## config.mk

```make
export PLATFORM = sky130hd
export DESIGN_NAME = mfw_merge
export DESIGN_NICKNAME = d
export VERILOG_FILES = /design/src/rtl/mfw_pkg.sv /design/src/rtl/mfw_merge.sv
export SDC_FILE = /design/constraint.sdc
export NUM_CORES = 2
export LEC_CHECK = 0
export BUFFER_PORTS_ARGS = -buffer_cell sky130_fd_sc_hd__buf_2
export CAP_MARGIN = 20
export CELL_PAD_IN_SITES_DETAIL_PLACEMENT = 1
export CELL_PAD_IN_SITES_GLOBAL_PLACEMENT = 2
export CORE_MARGIN = 4
export CORE_UTILIZATION = 45
export DETAILED_ROUTE_END_ITERATION = 10
export PLACE_DENSITY_LB_ADDON = 0.3
export SYNTH_ARGS = -nofsm -noshare
export SYNTH_HDL_FRONTEND = slang
export SYNTH_SLANG_ARGS = --single-unit
```

## constraint.sdc

```tcl
create_clock -name clk -period 16.38 [get_ports clk]
set_input_delay 1.638 -clock clk [delete_from_list [all_inputs] [get_ports clk]]
set_output_delay 1.638 -clock clk [all_outputs]
set_load 0.01 [all_outputs]
```

## src/rtl/mfw_pkg.sv

```systemverilog
// mfw_pkg: shared widths, constants, register codes and types for the
// mitchell filter weight unit; used by every module under rtl/
package mfw_pkg;

    // offset fraction bits and the shift that brings 2*|off|*inv_r to Q16
    localparam int FRAC_BITS = 12;
    localparam int TQ_SHIFT  = FRAC_BITS - 2;

    // port widths
    localparam int OFF_W  = 16;
    localparam int CFG_W  = 16;
    localparam int IDX_W  = 3;
    localparam int WOUT_W = 24;

    // lane datapath widths
    localparam int MAG_W  = OFF_W + 1;
    localparam int PROD_W = MAG_W + CFG_W;
    localparam int RAW_W  = PROD_W + 1;
    localparam int TQ_W   = 18;
    localparam int SQ_W   = 2 * TQ_W;
    localparam int T2_W   = 19;
    localparam int CUBE_W = T2_W + TQ_W;
    localparam int T3_W   = 20;
    localparam int K_W    = 23;
    localparam int SUM_W  = 44;
    localparam int QSHIFT = 9;
    localparam int Q_W    = 35;
    localparam int U_W    = Q_W + 1;
    localparam int HALF_W = U_W / 2;
    localparam int S3_W   = HALF_W + 1;
    localparam int HM_W   = 35;
    localparam int RCP_W  = 20;
    localparam int SM_W   = S3_W + RCP_W;
    localparam int QT_W   = 18;
    localparam int AW_W   = 32;
    localparam int WP_W   = 2 * AW_W;

    // pipeline depth
    localparam int LANE_STAGES  = 14;
    localparam int MERGE_STAGES = 2;
    localparam int PIPE_STAGES  = LANE_STAGES + MERGE_STAGES;

    // fixed-point constants
    localparam int ONE_Q14 = 16384;
    localparam logic [RAW_W-1:0] TQ_HALF  = RAW_W'(1) << (TQ_SHIFT - 1);
    localparam logic [RAW_W-1:0] ONE_Q16  = RAW_W'(65536);
    localparam logic [RAW_W-1:0] TWO_Q16  = RAW_W'(131072);
    localparam logic [SQ_W-1:0]  SQ_HALF  = SQ_W'(32768);
    localparam logic [CUBE_W-1:0] CUBE_HALF = CUBE_W'(32768);
    localparam logic signed [SUM_W-1:0] SIXTH_HALF = SUM_W'(768);

    // floor division by three: u = hi*2^18 + lo, with 2^18 - 1 divisible by 3
    localparam logic [U_W-1:0]   U_BIAS       = U_W'(3) << (U_W - 2);
    localparam logic [U_W-1:0]   U_BIAS_THIRD = U_W'(1) << (U_W - 2);
    localparam int               DIV3_SHIFT   = 21;
    localparam logic [16:0]      DIV3_HI_MULT = 17'(((2 ** HALF_W) - 1) / 3);
    localparam logic [RCP_W-1:0] DIV3_RECIP   = RCP_W'(((2 ** DIV3_SHIFT) + 2) / 3);

    // final rounding and saturation
    localparam int WSHIFT = 22;
    localparam logic signed [WP_W-1:0] W_ROUND = WP_W'(1) <<< (WSHIFT - 1);
    localparam logic signed [WP_W-1:0] W_MAX   = WP_W'(8388607);
    localparam logic signed [WP_W-1:0] W_MIN   = -WP_W'(8388608);

    // register codes
    localparam logic [IDX_W-1:0] CFG_BLUR_B       = IDX_W'(0);
    localparam logic [IDX_W-1:0] CFG_RING_C       = IDX_W'(1);
    localparam logic [IDX_W-1:0] CFG_INV_RADIUS_X = IDX_W'(2);
    localparam logic [IDX_W-1:0] CFG_INV_RADIUS_Y = IDX_W'(3);

    // register reset values
    localparam logic signed [CFG_W-1:0] BLUR_B_RESET     = CFG_W'(5461);
    localparam logic signed [CFG_W-1:0] RING_C_RESET     = CFG_W'(5461);
    localparam logic [CFG_W-1:0]        INV_RADIUS_RESET = CFG_W'(8192);

    // cubic coefficients, Q14, inner (t <= 1) and outer (1 < t <= 2)
    typedef struct packed {
        logic signed [K_W-1:0] in_k3;
        logic signed [K_W-1:0] in_k2;
        logic signed [K_W-1:0] in_k0;
        logic signed [K_W-1:0] out_k3;
        logic signed [K_W-1:0] out_k2;
        logic signed [K_W-1:0] out_k1;
        logic signed [K_W-1:0] out_k0;
    } mfw_coef_t;

    // per-stage advance enables
    typedef struct packed {
        logic [LANE_STAGES-1:0]  lane;
        logic [MERGE_STAGES-1:0] merge;
    } mfw_adv_t;

endpackage

```

## src/rtl/mfw_merge.sv

```systemverilog
// mfw_merge: multiplies the two axis weights, rounds to Q22, saturates
// depends on mfw_pkg; fed by two mfw_axis_lane instances
module mfw_merge (
    input  logic                              clk,
    input  mfw_pkg::mfw_adv_t                 adv,
    input  logic signed [mfw_pkg::AW_W-1:0]   wx,
    input  logic signed [mfw_pkg::AW_W-1:0]   wy,
    output logic signed [mfw_pkg::WOUT_W-1:0] weight
);

    logic signed [mfw_pkg::WP_W-1:0]   prod_next;
    logic signed [mfw_pkg::WP_W-1:0]   prod_reg;
    logic signed [mfw_pkg::WP_W-1:0]   rnd;
    logic signed [mfw_pkg::WOUT_W-1:0] weight_next;
    logic signed [mfw_pkg::WOUT_W-1:0] weight_reg;

    // axis product
    always_comb
    begin
        prod_next = wx * wy;
    end

    always_ff @(posedge clk)
    begin
        if (adv.merge[0])
        begin
            prod_reg <= prod_next;
        end
    end

    // round half up and clamp
    always_comb
    begin
        rnd = (prod_reg + mfw_pkg::W_ROUND) >>> mfw_pkg::WSHIFT;
        if (rnd > mfw_pkg::W_MAX)
        begin
            weight_next = mfw_pkg::W_MAX[mfw_pkg::WOUT_W-1:0];
        end
        else if (rnd < mfw_pkg::W_MIN)
        begin
            weight_next = mfw_pkg::W_MIN[mfw_pkg::WOUT_W-1:0];
        end
        else
        begin
            weight_next = rnd[mfw_pkg::WOUT_W-1:0];
        end
    end

    // output register
    always_ff @(posedge clk)
    begin
        if (adv.merge[1])
        begin
            weight_reg <= weight_next;
        end
    end

    assign weight = weight_reg;

endmodule

```

Word-level counts from Yosys, hierarchy flattened
Cells that the tools add are included.
{ "totals": {"reg_bits": 88, "in_bits": 81, "out_inout_bits": 24, "wordCells": 7} }
{ "classes": {"add_sub_neg": 1, "mul": 1, "order_cmp": 2, "muxes": 1} }
{ "op_table": {"columns": ["cell", "count"], "rows": [
  ["$add A64 B23 Y64 const B", 1],
  ["$mul A32 B32 Y64", 1],
  ["$gt A42 B24 Y1 const B", 1],
  ["$lt A42 B24 Y1 const B", 1],
  ["$mux W24", 1]
]} }

Logic depth before layout (Yosys ltp)
{ "depth": {"word_depth": 3, "depth_mapped": 30, "mapped_depth_nobuf": 28} }

Worst setup path before layout
Ideal clock, no wire load.
{ "synth_path": {"path_type": "input -> register", "startpoint": "input port wy[2] (netlist name)", "endpoint": "register prod_reg[63] (netlist name) (data pin)", "setup_ns": 0.260, "t_arrival_ns": 8.843, "t_required_ns": 16.120, "slack_ns": 7.278, "cell_stages": 24, "n_path_buf": 1, "path_cell_list": "clkbuf_1 nand2_1 inv_1 fa_1 fa_1 fa_1 fa_1 inv_1 fa_1 inv_1 fa_1 inv_1 fa_1 inv_1 fa_1 ha_1 and4_1 a221o_1 a221oi_1 and3_1 o211ai_2 nand2_1 o21ai_1 xnor2_1"} }
{ "synth_between": {"elab_chain_cells": 1} }
{ "synth_lines": {"columns": ["item", "line_no", "rtl"], "rows": [
  ["start: declaration", "mfw_merge.sv:7", "input logic signed [mfw_pkg::AW_W-1:0] wy,"],
  ["$mul A32 B32 Y64", "mfw_merge.sv:20", "prod_next = wx * wy;"],
  ["net prod_next (one bit)", "mfw_merge.sv:11", "logic signed [mfw_pkg::WP_W-1:0] prod_next;"],
  ["end signal: assignment", "mfw_merge.sv:27", "prod_reg <= prod_next;"],
  ["end: declaration", "mfw_merge.sv:12", "logic signed [mfw_pkg::WP_W-1:0] prod_reg;"]
]} }
The timed path passes the listed nets, and every way through them passes these cells.
A chain may end at the register's enable or synchronous reset.

Worst setup path after layout
{ "layout_path": {"startpoint": "input port wx[31] (netlist name)", "endpoint": "register prod_reg[63] (netlist name) (data pin)"} }
{ "layout_between": {"elab_chain_cells": 1} }
{ "layout_lines": {"columns": ["item", "line_no", "rtl"], "rows": [
  ["start: declaration", "mfw_merge.sv:6", "input logic signed [mfw_pkg::AW_W-1:0] wx,"],
  ["$mul A32 B32 Y64", "mfw_merge.sv:20", null],
  ["net prod_next (one bit)", "mfw_merge.sv:11", null]
]} }
The timed path passes the listed nets, and every way through them passes these cells.

==> results.toml <==
[run_status]
outcome = "complete, no violations"

[synthesis]
synth_adder_area_share = 0.612
synth_area_um2 = 39000
synth-main-ff-cell = "edfxtp_1"
synth_nets = 5434
synthXorXnorAreaFrac = 0.0191
synth_compound_area_frac = 0.0398
ys_ff_latch = 67
synth-edff-count = 67
synth_top_family_by_area = "adder cells"
synth_top_area_share = 0.554
synth-simple-area-share = 0.158
netlist_instances = 4091
ys_seq_area_frac = 0.0515
synth_common_cells = "fa_1 (1,081), inv_1 (1,020), nand2_1 (550)"
synthArstFlopShare = 0
synth.distinct_cells = 79
yosysMostFrequentCell = "fa_1"
synth_warnings = 0
avgSynthCellArea_um2 = 9.54
synth_area_leader_cell = "fa_1"
yosys-top-cells-area = "fa_1 (55%), inv_1 (9.8%), and2_1 (8.1%), ha_1 (5.8%), nand2_1 (5.3%)"
synth_mux_area_frac = 0.000801

[floorplan]
start_util = 0.456
coreArea_um2 = 85700
rows = 107
pin_count = 105
die_h_um = 303
dieArea_um2 = 91500
chipWidth_um = 303

[place]
port_buffers = 90
dp_hpwl_mm = 88.8
placed_cell_area_um2 = 40400
gp_congestion = 0.824

[cts]
ctsResizeCount = 0
holdBufCountCts = 0
clkLatencyLatePin_ns = 0.33
clockBufferDepth = 2
clock_sinks = 67
htreeDepth = 3
postCtsSetupRepairBufs = 0
cts_tree = "yes"
clk_pin_slew_ns = 0.05
cts_root_buf = "clkbuf_16"
numCtsBuffers = 9

[critical_path]
cp.required_ns = 16.45
crit_type = "input port to register"
cp-start-kind = "input port"
cp-end-kind = "register"
worstPathArrival_ns = 10.51
critical_path.max_fanout = 32

[layout]
fin_nets = 5362
drive_gt1_frac = 0.0423
fin_area_um2 = 40600
syn2layout_area_growth_pct = 4.06
regArea_um2 = 2010
multi_input_area_um2 = 32400
fillers = 9766
largest_reg_flops = 43

[sta]
tns_ns = 0
worst_slew_pin_slew_ns = 1.14
fmax_mhz = 95.8
hold_viol = 0
skew_ns = 0.00460
setup_viol = 0
relSlewSlack = 0.241
slew_viol_final = 0
min_period_ns = 10.44
rsz0062_at_grt = "no"
min_period_over_period = 0.637

[detailed_routing]
vias_per_cell = 5.23
wl_mm = 114
final_antenna_net_count = 0
wire_per_inst_um = 22.0
drc = 0
vias = 27025
dr.pass1.iters = 5
dr.first_iter.drc_count = 1348

[flow_run]
cap_violations = 0

[grt]
grt.total_usage = 0.263
antenna_found_initial = 2
globalRouteOverflowTotal = 0
first_global_vias = 32278
grt_pass1_wl_mm = 184
grt_max_degree = 44

[min_path]
holdCritPathClass = "register to register"
kinds of logic after synthesis:
| family | Yosys count |
|---|---|
| flip-flops | 67 |
| adder cells (fa/ha/maj) | 1262 |
| multiplexers | 3 |
| AO/OA/AOI/OAI | 227 |
| buffers and inverters | 1226 |
| AND/OR/NAND/NOR | 1221 |
| XOR/XNOR | 85 |
critical path, stage by stage:
cell      delay [ns]
buf_2           0.58
nand2_1         0.26
inv_1           0.15
fa_1            0.40
inv_1           0.26
fa_1            0.47
inv_1           0.22
fa_1            0.57
fa_1            0.94
inv_1           0.48
fa_1            0.60
inv_1           0.06
fa_1            0.54
inv_1           0.05
fa_1            0.48
inv_1           0.06
fa_1            0.47
ha_1            0.38
and4_1          0.28
a221o_1         0.40
a221oi_1        0.46
and3_1          0.26
o211ai_2        0.12
nand2_1         0.13
o21ai_1         0.09
xnor2_1         0.12
metal layers:
layer / share of wire / global-route usage / wire length, um
met3: 0.039 / 0.0210 / 4410
met5: 0 / 0 / 0
met1: 0.42 / 0.348 / 47900
met2: 0.50 / 0.465 / 57200
met4: 0.037 / 0.0804 / 4240
path summary, 6_finish.rpt:
check,start,endpoint,slack (ns),cells past startpoint
worst max-delay path,wx[31],prod_reg[63],5.94,26
worst min-delay path,prod_reg[44],weight[22],0.66,2
worst max register to register,prod_reg[31],weight[0],12.78,10
worst min register to register,prod_reg[44],weight[22],0.66,2
cell type report:
| cell class | count | share of cell area |
|---|---|---|
| multi-input cells | 2798 | 0.798 |
| inverters | 1021 | 0.0943 |
| flip-flops and latches | 67 | 0.0495 |
| well taps | 1144 | 0.0352 |
| repair buffers | 122 | 0.0170 |
| clock buffers | 10 | 0.00564 |
| clock inverters | 4 | 0.000493 |
| diodes | 1 | 0.0000616 |
stage by stage:
step / hold WS [ns] / setup slack [ns] / util / instances
detailed placement: 0.657 / 5.46 / 0.471 / 5152
global placement: 0.656 / 5.64 / 0.471 / 5152
finish: 0.657 / 5.94 / 0.474 / 5167
floorplan: 0.573 / 7.28 / - / 4091
CTS: 0.671 / 5.82 / 0.474 / 5166
global route: 0.699 / 5.39 / 0.474 / 5166
cells in the final DEF, fill, tap and decap left out, types with 4 or more instances in the layout:
cell and instances:
fa_1 1081, inv_1 1020, nand2_1 550, and2_1 508
ha_1 181, buf_2 90, edfxtp_1 67, a21oi_1 60
nor2_1 54, xnor2_1 50, a21o_1 35, xor2_1 35
buf_4 32, o21ai_0 30, nand3_1 23, o21ai_1 20
nand2b_1 16, and3_1 15, nand4_1 14, o21ai_2 10
clkbuf_16 9, and4_1 8, a31oi_1 8, o21a_1 7
a211oi_1 5, o21bai_1 5, o211ai_1 4, nor4_1 4
nor2b_1 4, o31a_1 4, nor3_1 4
Power is not shown: default switching activity piles up to over one toggle a cycle in this logic, so the estimate is an artifact.
