--- src/rtl/mfw_pkg.sv ---
// mfw_pkg: shared widths, constants, register codes and types for the
// mitchell filter weight unit; used by every module under rtl/
package mfw_pkg;

    // offset fraction bits and the shift that brings 2*|off|*inv_r to Q16
    localparam int FRAC_BITS = 12;
    localparam int TQ_SHIFT  = FRAC_BITS - 2;

    // port widths
    localparam int OFF_W  = 16;
    localparam int CFG_W  = 16;
    localparam int IDX_W  = 3;
    localparam int WOUT_W = 24;

    // lane datapath widths
    localparam int MAG_W  = OFF_W + 1;
    localparam int PROD_W = MAG_W + CFG_W;
    localparam int RAW_W  = PROD_W + 1;
    localparam int TQ_W   = 18;
    localparam int SQ_W   = 2 * TQ_W;
    localparam int T2_W   = 19;
    localparam int CUBE_W = T2_W + TQ_W;
    localparam int T3_W   = 20;
    localparam int K_W    = 23;
    localparam int SUM_W  = 44;
    localparam int QSHIFT = 9;
    localparam int Q_W    = 35;
    localparam int U_W    = Q_W + 1;
    localparam int HALF_W = U_W / 2;
    localparam int S3_W   = HALF_W + 1;
    localparam int HM_W   = 35;
    localparam int RCP_W  = 20;
    localparam int SM_W   = S3_W + RCP_W;
    localparam int QT_W   = 18;
    localparam int AW_W   = 32;
    localparam int WP_W   = 2 * AW_W;

    // pipeline depth
    localparam int LANE_STAGES  = 14;
    localparam int MERGE_STAGES = 2;
    localparam int PIPE_STAGES  = LANE_STAGES + MERGE_STAGES;

    // fixed-point constants
    localparam int ONE_Q14 = 16384;
    localparam logic [RAW_W-1:0] TQ_HALF  = RAW_W'(1) << (TQ_SHIFT - 1);
    localparam logic [RAW_W-1:0] ONE_Q16  = RAW_W'(65536);
    localparam logic [RAW_W-1:0] TWO_Q16  = RAW_W'(131072);
    localparam logic [SQ_W-1:0]  SQ_HALF  = SQ_W'(32768);
    localparam logic [CUBE_W-1:0] CUBE_HALF = CUBE_W'(32768);
    localparam logic signed [SUM_W-1:0] SIXTH_HALF = SUM_W'(768);

    // floor division by three: u = hi*2^18 + lo, with 2^18 - 1 divisible by 3
    localparam logic [U_W-1:0]   U_BIAS       = U_W'(3) << (U_W - 2);
    localparam logic [U_W-1:0]   U_BIAS_THIRD = U_W'(1) << (U_W - 2);
    localparam int               DIV3_SHIFT   = 21;
    localparam logic [16:0]      DIV3_HI_MULT = 17'(((2 ** HALF_W) - 1) / 3);
    localparam logic [RCP_W-1:0] DIV3_RECIP   = RCP_W'(((2 ** DIV3_SHIFT) + 2) / 3);

    // final rounding and saturation
    localparam int WSHIFT = 22;
    localparam logic signed [WP_W-1:0] W_ROUND = WP_W'(1) <<< (WSHIFT - 1);
    localparam logic signed [WP_W-1:0] W_MAX   = WP_W'(8388607);
    localparam logic signed [WP_W-1:0] W_MIN   = -WP_W'(8388608);

    // register codes
    localparam logic [IDX_W-1:0] CFG_BLUR_B       = IDX_W'(0);
    localparam logic [IDX_W-1:0] CFG_RING_C       = IDX_W'(1);
    localparam logic [IDX_W-1:0] CFG_INV_RADIUS_X = IDX_W'(2);
    localparam logic [IDX_W-1:0] CFG_INV_RADIUS_Y = IDX_W'(3);

    // register reset values
    localparam logic signed [CFG_W-1:0] BLUR_B_RESET     = CFG_W'(5461);
    localparam logic signed [CFG_W-1:0] RING_C_RESET     = CFG_W'(5461);
    localparam logic [CFG_W-1:0]        INV_RADIUS_RESET = CFG_W'(8192);

    // cubic coefficients, Q14, inner (t <= 1) and outer (1 < t <= 2)
    typedef struct packed {
        logic signed [K_W-1:0] in_k3;
        logic signed [K_W-1:0] in_k2;
        logic signed [K_W-1:0] in_k0;
        logic signed [K_W-1:0] out_k3;
        logic signed [K_W-1:0] out_k2;
        logic signed [K_W-1:0] out_k1;
        logic signed [K_W-1:0] out_k0;
    } mfw_coef_t;

    // per-stage advance enables
    typedef struct packed {
        logic [LANE_STAGES-1:0]  lane;
        logic [MERGE_STAGES-1:0] merge;
    } mfw_adv_t;

endpackage

--- src/rtl/mfw_coef.sv ---
// mfw_coef: builds the inner and outer cubic coefficients from B and C
// depends on mfw_pkg
module mfw_coef (
    input  logic                              clk,
    input  logic signed [mfw_pkg::CFG_W-1:0]  blur_b,
    input  logic signed [mfw_pkg::CFG_W-1:0]  ring_c,
    output mfw_pkg::mfw_coef_t                coef
);

    logic signed [mfw_pkg::K_W-1:0] b;
    logic signed [mfw_pkg::K_W-1:0] c;
    mfw_pkg::mfw_coef_t coef_next;
    mfw_pkg::mfw_coef_t coef_reg;

    // integer combinations of b and c
    always_comb
    begin
        b = mfw_pkg::K_W'(blur_b);
        c = mfw_pkg::K_W'(ring_c);
        coef_next.in_k3  = mfw_pkg::K_W'(12 * mfw_pkg::ONE_Q14)
                           - b * mfw_pkg::K_W'(9) - c * mfw_pkg::K_W'(6);
        coef_next.in_k2  = mfw_pkg::K_W'(-18 * mfw_pkg::ONE_Q14)
                           + b * mfw_pkg::K_W'(12) + c * mfw_pkg::K_W'(6);
        coef_next.in_k0  = mfw_pkg::K_W'(6 * mfw_pkg::ONE_Q14) - b * mfw_pkg::K_W'(2);
        coef_next.out_k3 = -b - c * mfw_pkg::K_W'(6);
        coef_next.out_k2 = b * mfw_pkg::K_W'(6) + c * mfw_pkg::K_W'(30);
        coef_next.out_k1 = -(b * mfw_pkg::K_W'(12)) - c * mfw_pkg::K_W'(48);
        coef_next.out_k0 = b * mfw_pkg::K_W'(8) + c * mfw_pkg::K_W'(24);
    end

    // registered; follows the B and C registers after a write
    always_ff @(posedge clk)
    begin
        coef_reg <= coef_next;
    end

    assign coef = coef_reg;

endmodule

--- config.mk ---
export PLATFORM = sky130hd
export DESIGN_NAME = mfw_coef
export DESIGN_NICKNAME = d
export VERILOG_FILES = /design/src/rtl/mfw_pkg.sv /design/src/rtl/mfw_coef.sv
export SDC_FILE = /design/constraint.sdc
export NUM_CORES = 1
export LEC_CHECK = 0
export ABC_AREA = 1
export BUFFER_PORTS_ARGS = -buffer_cell sky130_fd_sc_hd__buf_2
export CELL_PAD_IN_SITES_DETAIL_PLACEMENT = 0
export CELL_PAD_IN_SITES_GLOBAL_PLACEMENT = 2
export CORE_AREA = 2 2 209 211
export DETAILED_ROUTE_END_ITERATION = 12
export DIE_AREA = 0 0 211 213
export PLACE_DENSITY_LB_ADDON = 0.05
export SETUP_SLACK_MARGIN = 0.2
export SLEW_MARGIN = 30
export SYNTH_ARGS = -nofsm -noshare
export SYNTH_HDL_FRONTEND = slang
export SYNTH_SLANG_ARGS = --single-unit
--- constraint.sdc ---
create_clock -name clk -period 12.5 [get_ports clk]
set_input_delay 1.25 -clock clk [delete_from_list [all_inputs] [get_ports clk]]
set_output_delay 1.25 -clock clk [all_outputs]
set_load 0.005 [all_outputs]
# --- Yosys cells after proc, flatten, opt, wreduce, memory -nomap -nowiden ---
# Cells that the tools add are included.
word_totals:
  out_inout_bits: 161
  register_bits: 157
op_classes:
  n_addsub: 11
  mul: 7
ops:
  columns: ["cell", "n"]
  rows:
  - ["$mul A16 B3 Y19 const B", 5]
  - ["$mul A16 B5 Y21 const B", 2]
  - ["$add A19 B22 Y23", 1]
  - ["$add A20 B22 Y23", 1]
  - ["$add A22 B20 Y23", 1]
  - ["$neg A16 Y23", 1]
  - ["$neg A21 Y23", 1]
  - ["$sub A22 B20 Y23", 1]
  - ["$sub A23 B20 Y23", 1]
  - ["$sub A23 B23 Y23", 1]
  - ["$add A20 B21 Y22 const A", 1]
  - ["$sub A19 B21 Y22 const A", 1]
  - ["$sub A18 B17 Y19 const A", 1]

# --- Longest topological paths before layout ---
# Gate-level depths: netlist of the first run.
depth:
  ltp_word: 3
  depth_mapped: 28

# --- Least setup slack after synthesis of the first run ---
# No wires, ideal clock.
synth_path:
  path_type: "input -> register"
  startpoint: "input ring_c[6] (netlist bit)"
  endpoint: "register coef_reg (netlist bit coef[155])"
  t_required_ns: 12.388
  path_slack_ns: 7.175
  t_arrival_ns: 5.213
  stages: 22
  path_cell_list: "ha_1 -> ha_1 -> nand2_1 -> inv_1 -> a21oi_1 -> nand2_2 -> a21oi_1 -> xor2_1 -> inv_1 -> ha_1 -> inv_1 -> fa_1 -> inv_1 -> fa_1 -> inv_1 -> ha_1 -> a21oi_1 -> a21boi_0 -> inv_1 -> a21oi_1 -> a21o_1 -> nand2_1"
synth_rtl:
  columns: ["element", "line", "text"]
  rows:
  - ["start, declared", "mfw_coef.sv:6", "input logic signed [mfw_pkg::CFG_W-1:0] ring_c,"]
  - ["end signal, assigned", "mfw_coef.sv:34", "coef_reg <= coef_next;"]
  - ["end, declared", "mfw_coef.sv:13", "mfw_pkg::mfw_coef_t coef_reg;"]

==> results.txt, run 1 <==
Post-synthesis compound-gate area fraction -> 0.1212
Post-synthesis adder-cell area fraction -> 0.3039
Antenna Nets Post-Route -> 0
Worst path slowest cell -> xnor2_1
Least-Margin Pin Slew -> 0.8357 ns
Async set-reset flop share out of synthesis -> 0
Core Area -> 42700 um^2
Cell leakage power -> 0.009806 uW
CP Capture Type -> register
Postcts setup bufs -> 0
Cts hold-fix bufs -> 0
Worst IR Drop VDD -> 0.1018 mV
Worst Setup Path Type -> input pin to register
Post-route minimum period -> 6.072 ns
Switching share of total power -> 0.5153
Outcome -> finished clean
Portion of netlist area occupied by mux cells -> 0
Combinational family with the most area after synthesis -> adder cells
Yosys cell types -> 53
Area Growth Syn to Fin -> 13.27%
Mapped cell area -> 16010 um^2
Clock sink count -> 143
Cell depth of the worst setup path -> 23
Via Count -> 14520
P_int -> 2196 uW
Drt drc -> 0
Area of the multi-input gates -> 11630 um^2
Seq/Total Area, Yosys -> 0.1788
Layout cell share with drive strength beyond 1 -> 0.1274
Max_slew headroom -> 0.4389
Number of synthesized register bits -> 143
Setup TNS -> 0 ns
Clock power frac -> 0.115
Most frequent cells in the layout -> nand2_1, inv_1, ha_1, buf_2, nor2_1
Data arrival, critical path -> 6.43 ns
Fin. Hold Viols -> 0
Hold path cells -> 1
CP required -> 12.86 ns
Critical path's largest stage delay -> 0.68 ns
PD cells -> 249.9 nW/um^2
Final GP Congestion -> 0.9397
CTS root buffer -> clkbuf_16
FP Rows -> 76
Xor/xnor cell area share of the yosys netlist -> 0.08419
Drt initial violations -> 766
FF+latch area -> 2863 um^2
Inserted Clock Buffers -> 17
Crit-path cells -> buf_2 -> ha_1 -> ha_1 -> nand2_1 -> nand2_1 -> a21oi_1 -> nand2_2 -> nand3_1 -> nand2_1 -> xnor2_1 -> inv_1 -> ha_1 -> inv_1 -> fa_1 -> inv_1 -> fa_1 -> inv_1 -> ha_1 -> a21oi_1 -> o21ai_0 -> a21oi_1 -> nand3_1 -> xor2_1
H-tree Lvls -> 4
Die area -> 44940 um^2
Peak Freq -> 0.1647 GHz
Yosys warns -> 0
Commonest non-fill, non-tap cell in the layout -> nand2_1
CP delay by family, top -> adder cells
Total gr overflow -> 0
HP Start -> ring_c[0]
Worst Hold Class -> input pin to register
Gate power share -> 0.720
Final Max Tran Viols -> 0
First-pass GRT wire length -> 83300 um
Port Buf Inserts -> 180
Vias/cell -> 4.979
Post-layout util -> 0.4247
Die W -> 211 um
Largest register FFs -> 143
Worst setup path startpoint -> ring_c[5]
Largest net degree at the start of global routing -> 24
Max Cap Violations -> 0
Final WL -> 54150 um
Seq pwr share -> 0.165
Final #Nets -> 2745
Starting density of the core -> 0.3749
Final critical-path share of the clock period -> 0.4858
WL per Instance -> 18.56 um
Vias in the first global route -> 14650
Avg Cell Area, Syn -> 7.410 um^2
DP Wirelength -> 47060 um
Critical Path Fanout Max -> 5
Tot GR Track Use -> 0.2477
Post-synth EDFFs -> 0
Bufs and invs on worst path -> 5
Cts repair resizes -> 0
Crit path launch type -> input pin
RSZ-0062 raised after global routing -> false
Antenna violations before repair -> 0
Final Setup Violations -> 0
TritonCTS clock tree -> done
Post-Synth Simple-Gate Area -> 0.2143
Clock slew seen by the registers of the worst setup and hold paths -> 0.06 ns
Top FF cell, synth -> dfxtp_1
Filler instances -> 4609
Chip height -> 213 um
Cells after synthesis -> 2160
Drt first pass iters -> 6
Max clock buf depth -> 2
Boundary pin count -> 194
Psw -> 2335 uW
[final cells by class]
cell class              instances  share of cell area
flip-flops and latches        143              0.1579
multi-input cells            1634              0.6414
inverters                     375             0.07763
clock inverters                13            0.008971
well taps                     546             0.03768
repair buffers                187             0.05258
diodes                          1           0.0001380
clock buffers                  18             0.02367
[power by group through the flow]
stage | Combinational (uW) | Sequential [uW] | Clock [uW]
2_1_floorplan | 2210 | 785 | 0
3_3_place_gp | 3310 | 756 | 0
3_5_place_dp | 3270 | 760 | 0
4_1_cts | 3290 | 751 | 544
5_1_grt | 3710 | 762 | 554
6_report | 3260 | 746 | 521
[metrics by stage]
stage               hold WS [ns]  total power (uW)  cells  worst slack [ns]  area [um^2]
CTS                       0.9756              4586   2916             6.522        18130
global route              0.9971              5031   2916             6.119        18130
finish                     1.016              4531   2917             6.428        18130
global placement           1.504              4063   2885             6.011        17540
detailed placement         1.512              4034   2885             6.008        17540
floorplan                  1.278              2990   2172             7.175        16050
[per-layer routing]
metal,vias to the layer above,track usage,share of wire
li1,7368,-,-
met1,6807,0.3231,0.47
met2,294,0.4147,0.46
met3,54,0.03883,0.037
met4,0,0.08742,0.025
met5,-,0,0
[kinds of logic after synthesis]
group / count (synthesis)
AOI/OAI and AO/OA: 328
xor gates and xnor gates: 153
adders and majority gates: 354
buffers and inverters: 395
DFF: 143
other: 1
and+or+nand+nor: 786
[cell usage after synthesis, types with 2 or more instances]
library cell	n	area share
nand2_1	414	0.097
inv_1	367	0.086
ha_1	296	0.23
nor2_1	161	0.038
a21oi_1	150	0.047
dfxtp_1	143	0.18
xor2_1	111	0.061
nand3_1	109	0.034
o21ai_0	66	0.021
fa_1	58	0.073
xnor2_1	41	0.022
nand2_2	20	0.0078
nand4_1	20	0.0078
o21ai_1	19	0.0059
a21o_1	18	0.0084
buf_4	18	0.0084
nor3_1	16	0.0050
a31oi_1	15	0.0059
o21ai_2	13	0.0071
o21bai_1	12	0.0056
inv_2	8	0.0019
nand3_2	7	0.0044
nor4_1	7	0.0027
a21boi_0	6	0.0028
nor2_2	6	0.0023
nand2_4	5	0.0035
nor4_2	5	0.0039
o211ai_1	4	0.0019
a21oi_2	3	0.0016
a31o_2	3	0.0016
and2_1	3	0.0012
nand3b_1	3	0.0014
nor3_2	3	0.0019
o21a_1	3	0.0014
o31ai_1	3	0.0014
or2_1	3	0.0012
a211oi_1	2	0.00094
a21oi_4	2	0.0020
o21ai_4	2	0.0020
or2_2	2	0.00078
[worst paths after layout]
| path | slack (ns) | end |
|---|---|---|
| worst max-delay path | 6.43 | coef[159] |
| worst min-delay path | 1.02 | coef[116] |
No activity file was read; power rests on OpenSTA's default activity.
==> run 2, diff against run 1 <==
Settings changed: ABC_AREA 1 to 0, CORE_AREA 2 2 209 211 to 2 2 202 204, DIE_AREA 0 0 211 213 to 0 0 204 206.
Clock period 12.5 ns to 5.9 ns, I/O delays scaled along.
==> results.txt, run 2 <==
Core Area -> 40180 um^2
Max_slew headroom -> 0.6033
Clock sink count -> 143
Yosys cell types -> 89
Yosys warns -> 0
Boundary pin count -> 194
Final Max Tran Viols -> 0
Critical Path Fanout Max -> 4
TritonCTS clock tree -> done
Number of synthesized register bits -> 143
Seq/Total Area, Yosys -> 0.1954
Final #Nets -> 2282
FP Rows -> 74
Area Growth Syn to Fin -> 17.08%
Mapped cell area -> 14650 um^2
Drt first pass iters -> 5
Total gr overflow -> 0
Final GP Congestion -> 0.8576
Biggest area consumer among synthesized cells -> ha_1
Setup TNS -> 0 ns
Fin. Hold Viols -> 0
Async set-reset flop share out of synthesis -> 0
DP Wirelength -> 34730 um
Final Setup Violations -> 0
Post-route minimum period -> 5.405 ns
Avg Cell Area, Syn -> 8.853 um^2
Die area -> 42020 um^2
Inserted Clock Buffers -> 17
Postcts setup bufs -> 0
Commonest cells post-synth -> ha_1, inv_1, dfxtp_1
Tot GR Track Use -> 0.1982
CP required -> 6.29 ns
Drt drc -> 0
CP Capture Type -> register
Non-filler cells, final -> 2440
Least-Margin Pin Slew -> 0.5908 ns
Vias in the first global route -> 12170
Hold path cells -> 2
RSZ-0062 raised after global routing -> true
Worst Hold Class -> input pin to register
Chip height -> 206 um
Top FF cell, synth -> dfxtp_1
Dpl cells -> 2408
Peak Freq -> 0.1850 GHz
PD cells -> 552.9 nW/um^2
Most frequent cells in the layout -> ha_1, inv_1, buf_2, dfxtp_1, xnor2_1
Via Count -> 12000
Largest net degree at the start of global routing -> 22
H-tree Lvls -> 4
Most numerous cell in the Yosys netlist -> ha_1
Cts hold-fix bufs -> 0
Starting density of the core -> 0.3646
Post-synth EDFFs -> 0
Vias/cell -> 4.919
Final critical-path share of the clock period -> 0.9161
Area share of the largest cell type after synthesis -> 0.2528
Die W -> 204 um
Antenna violations before repair -> 0
Data arrival, critical path -> 5.79 ns
Commonest non-fill, non-tap cell in the layout -> ha_1
Worst IR Drop VDD -> 0.2956 mV
Layout cell share with drive strength beyond 1 -> 0.1693
Antenna Nets Post-Route -> 0
Worst Setup Path Type -> input pin to register
First-pass GRT wire length -> 63820 um
Outcome -> finished clean
Max clock buf depth -> 2
Synth area leaders -> ha_1, dfxtp_1, fa_1, xnor2_1, inv_1
Crit path launch type -> input pin
Drt initial violations -> 358
Cell leakage power -> 0.008792 uW
# diodes -> 0
Max Cap Violations -> 0
Final WL -> 40450 um
Port Buf Inserts -> 180
Clock slew seen by the registers of the worst setup and hold paths -> 0.06 ns
WL per Instance -> 16.58 um
CTS root buffer -> clkbuf_16
Largest register FFs -> 143
Cells after synthesis -> 1655
## run 2: cell count changes in the layout (fill, tap and decap cells not counted), moves of 48 or more
cell	before	now
buf_4	7	55
inv_1	367	249
nand2_1	414	66
nand3_1	109	26
nor2_1	161	85
xnor2_1	41	114
xor2_1	111	53
## run 2: metrics by stage
stage	setup WS, ns	hold slack, ns	cell area (um^2)	util	total power (uW)
floorplan	0.4338	0.6177	14700	-	6181
global placement	0.05585	0.8991	16490	0.4104	8338
detailed placement	0.004749	0.8995	16490	0.4104	8323
CTS	0.4841	0.4036	17140	0.4266	9593
global route	0.1395	0.4034	17150	0.4269	10490
finish	0.4950	0.4270	17150	0.4269	9485
## run 2: repair_timing
action | CTS | global route
endpoints found under the hold margin | 0 | 0
gates resized for setup | 0 | 2
setup endpoints to repair | 0 | 2
## run 2: cells by family (layout without fill, tap and decap cells)
group | after synthesis | after routing | synth area share
multiplexers | 8 | 8 | 0.005978
flip-flops | 143 | 143 | 0.1954
buffers and inverters | 276 | 517 | 0.07669
adder cells (fa/ha/maj) | 354 | 354 | 0.3320
AO/OA/AOI/OAI | 379 | 379 | 0.1770
AND/OR/NAND/NOR | 327 | 327 | 0.1128
XOR/XNOR | 167 | 167 | 0.09983
other | 1 | 13 | 0.0002559
## run 2: per-layer routing
layer	up-vias	wire (um)	part of all wire	track usage
li1	6133	-	-	-
met1	5663	19930	0.49	0.2655
met2	177	18780	0.46	0.3330
met3	29	1209	0.030	0.03185
met4	0	528	0.013	0.04840
met5	-	0	0	0
## run 2: final cells by class
cell class	instances	area, um^2
Timing Repair Buffer	235	1314
Sequential cell	143	2863
Inverter	250	938.4
Clock buffer	19	452.9
Multi-Input combinational cell	1248	10720
Tap cell	532	665.6
Clock inverter	13	197.7
Fill cell	4189	23030
## run 2: critical path, cell delays in order
cell      delay, ns
buf_2          0.12
ha_1           0.35
ha_1           0.32
a31o_1         0.19
a21oi_2        0.23
and2b_2        0.24
o21ai_0        0.17
nand2b_1       0.09
xor2_1         0.40
ha_1           0.19
inv_1          0.05
fa_1           0.49
inv_1          0.05
fa_1           0.49
inv_1          0.04
ha_1           0.37
a21oi_1        0.16
nor4b_1        0.52
o21ai_1        0.19
nor2_1         0.18
o31ai_2        0.09
mux2i_1        0.12
nor3_1         0.13
## run 2: worst paths after layout
check                 slack, ns         to  startpoint
worst max-delay path       0.49  coef[160]   ring_c[2]
worst min-delay path       0.43  coef[116]   ring_c[0]
## run 2: power breakdown
group	switching (uW)	internal, uW	leakage [uW]
clock	462	738	0.000316
combinational	3740	2950	0.00727
sequential	111	1480	0.00121
total	4310	5170	0.00879
==> run 3, diff against run 2 <==
Settings changed: PLACE_DENSITY_LB_ADDON 0.05 to 0.15, RECOVER_POWER set to 100.
==> results.txt, run 3 (same netlist as run 2, synthesis figures left out) <==
Inserted Clock Buffers -> 17
Largest net degree at the start of global routing -> 22
Worst Setup Path Type -> input pin to register
Critical path's largest stage delay -> 0.49 ns
Least-Margin Pin Slew -> 0.6472 ns
DP Wirelength -> 34350 um
Core Area -> 40180 um^2
Worst IR Drop VDD -> 0.2676 mV
Tot GR Track Use -> 0.1935
Final critical-path share of the clock period -> 0.9199
Final Max Tran Viols -> 0
Fin worst setup slack -> 0.4723 ns
FP Rows -> 74
Final WL -> 39890 um
Cell leakage power -> 0.008439 uW
Final #Nets -> 2272
CP required -> 6.28 ns
CP Capture Type -> register
CP dominant cell by count -> ha_1
Antenna violations before repair -> 0
P_int -> 4987 uW
Crit path launch type -> input pin
Clock slew seen by the registers of the worst setup and hold paths -> 0.06 ns
Max Cap Violations -> 0
Layout cell share with drive strength beyond 1 -> 0.1096
Starting density of the core -> 0.3646
Max_slew headroom -> 0.5654
Max clock buf depth -> 2
Data arrival, critical path -> 5.81 ns
Antenna Nets Post-Route -> 0
Clock sink count -> 143
Crit-path cells -> clkbuf_1 -> ha_1 -> ha_1 -> a31o_1 -> a21oi_2 -> o21ai_0 -> a21oi_1 -> buf_4 -> xnor2_1 -> ha_1 -> inv_1 -> fa_1 -> inv_1 -> fa_1 -> inv_1 -> ha_1 -> a21oi_1 -> buf_4 -> o2bb2ai_1 -> a31oi_2 -> o311ai_1 -> a311oi_1 -> xnor2_1
Die W -> 204 um
Setup crit end -> coef[159]
Final GP Congestion -> 0.8796
PD cells -> 549.9 nW/um^2
Worst setup path startpoint -> ring_c[2]
Total gr overflow -> 0
# diodes -> 0
Area Growth Syn to Fin -> 15.21%
Seq pwr share -> 0.173
Final Setup Violations -> 0
CTS root buffer -> clkbuf_16
Gate power share -> 0.702
Drt first pass iters -> 5
Postcts setup bufs -> 0
Setup TNS -> 0 ns
Worst hold margin -> 0.4534 ns
WL per Instance -> 16.41 um
Boundary pin count -> 194
Area of the multi-input gates -> 10700 um^2
Worst path slowest cell -> fa_1
Filler instances -> 4250
Most frequent cells in the layout -> ha_1, inv_1, dfxtp_1, xnor2_1, a21oi_1
H-tree Lvls -> 4
Fin. Hold Viols -> 0
RSZ-0062 raised after global routing -> false
Setup Slack @ Placement -> -0.005671 ns
Chip height -> 206 um
Die area -> 42020 um^2
Commonest non-fill, non-tap cell in the layout -> ha_1
Peak Freq -> 0.1842 GHz
Worst Hold Class -> input pin to register
FF+latch area -> 2863 um^2
Vias in the first global route -> 12020
Clock power frac -> 0.125
Outcome -> finished clean
TritonCTS clock tree -> done
Post-route minimum period -> 5.428 ns
Vias/cell -> 4.864
Drt drc -> 0
Port Buf Inserts -> 180
Drt initial violations -> 357
Via Count -> 11820
First-pass GRT wire length -> 62570 um
Psw -> 4296 uW
Critical Path Fanout Max -> 4
Switching share of total power -> 0.4628
Cts hold-fix bufs -> 0
Largest register FFs -> 143
[run 3: changes by cell type in the layout (fill, tap and decap cells not counted), sizes merged]
cell,delta
bufinv,-1
clkinv,+1
inv,-1
clkinvlp,+1
buf,-110
clkbuf,+100
[run 3: power groups by stage]
stage | Clock, uW | Combinational [uW] | Sequential (uW)
6_report | 1160 | 6520 | 1610
3_5_place_dp | 0 | 6650 | 1630
5_1_grt | 1240 | 7340 | 1640
3_3_place_gp | 0 | 6680 | 1620
2_1_floorplan | 0 | 4510 | 1670
4_1_cts | 1200 | 6700 | 1610
[run 3: worst min-delay path by stage]
stage / start / to / slack (ns) / depth (start not counted)
floorplan: ring_c[0] / coef[116] / 0.62 / 0
global placement: blur_b[0] / coef[25] / 0.86 / 1
detailed placement: blur_b[0] / coef[25] / 0.86 / 1
CTS: blur_b[0] / coef[25] / 0.36 / 1
global route: blur_b[3] / coef[96] / 0.45 / 2
finish: blur_b[3] / coef[96] / 0.45 / 2
[run 3: area by class of cell]
type / instances / share of cell area
clock buffers: 19 / 0.02683
clock inverters: 13 / 0.01038
inverters: 250 / 0.05559
multi-input cells: 1248 / 0.6338
flip-flops and latches: 143 / 0.1696
well taps: 532 / 0.03943
repair buffers: 225 / 0.06434
[run 3: stage by stage]
stage	power [uW]	cells	cell area, um^2	utilization
after floorplan	6181	1667	14700	-
after global placement	8294	2398	16420	0.4085
after detailed placement	8282	2398	16420	0.4085
after CTS	9507	2430	17040	0.4242
after global routing	10220	2430	16880	0.4201
final	9283	2430	16880	0.4201
[run 3: timing repair]
action | in CTS | in global routing
resized for setup | 0 | 4
hold endpoints to repair | 0 | 0
setup endpoints to repair | 0 | 3
[run 3: worst max-delay path, delay by kind of cell]
| kind | cells | cell delay, ns |
|---|---|---|
| XOR/XNOR | 2 | 0.32 |
| buffers and inverters | 6 | 0.57 |
| adder cells (fa/ha/maj) | 6 | 2.32 |
| AO/OA/AOI/OAI | 9 | 2.00 |
[run 3: metal layers]
metal	global-route usage	part of all wire	vias up
met3	0.02412	0.023	35
met5	0	0	-
met4	0.06444	0.019	0
li1	-	-	6094
met1	0.2598	0.50	5530
met2	0.3213	0.46	160
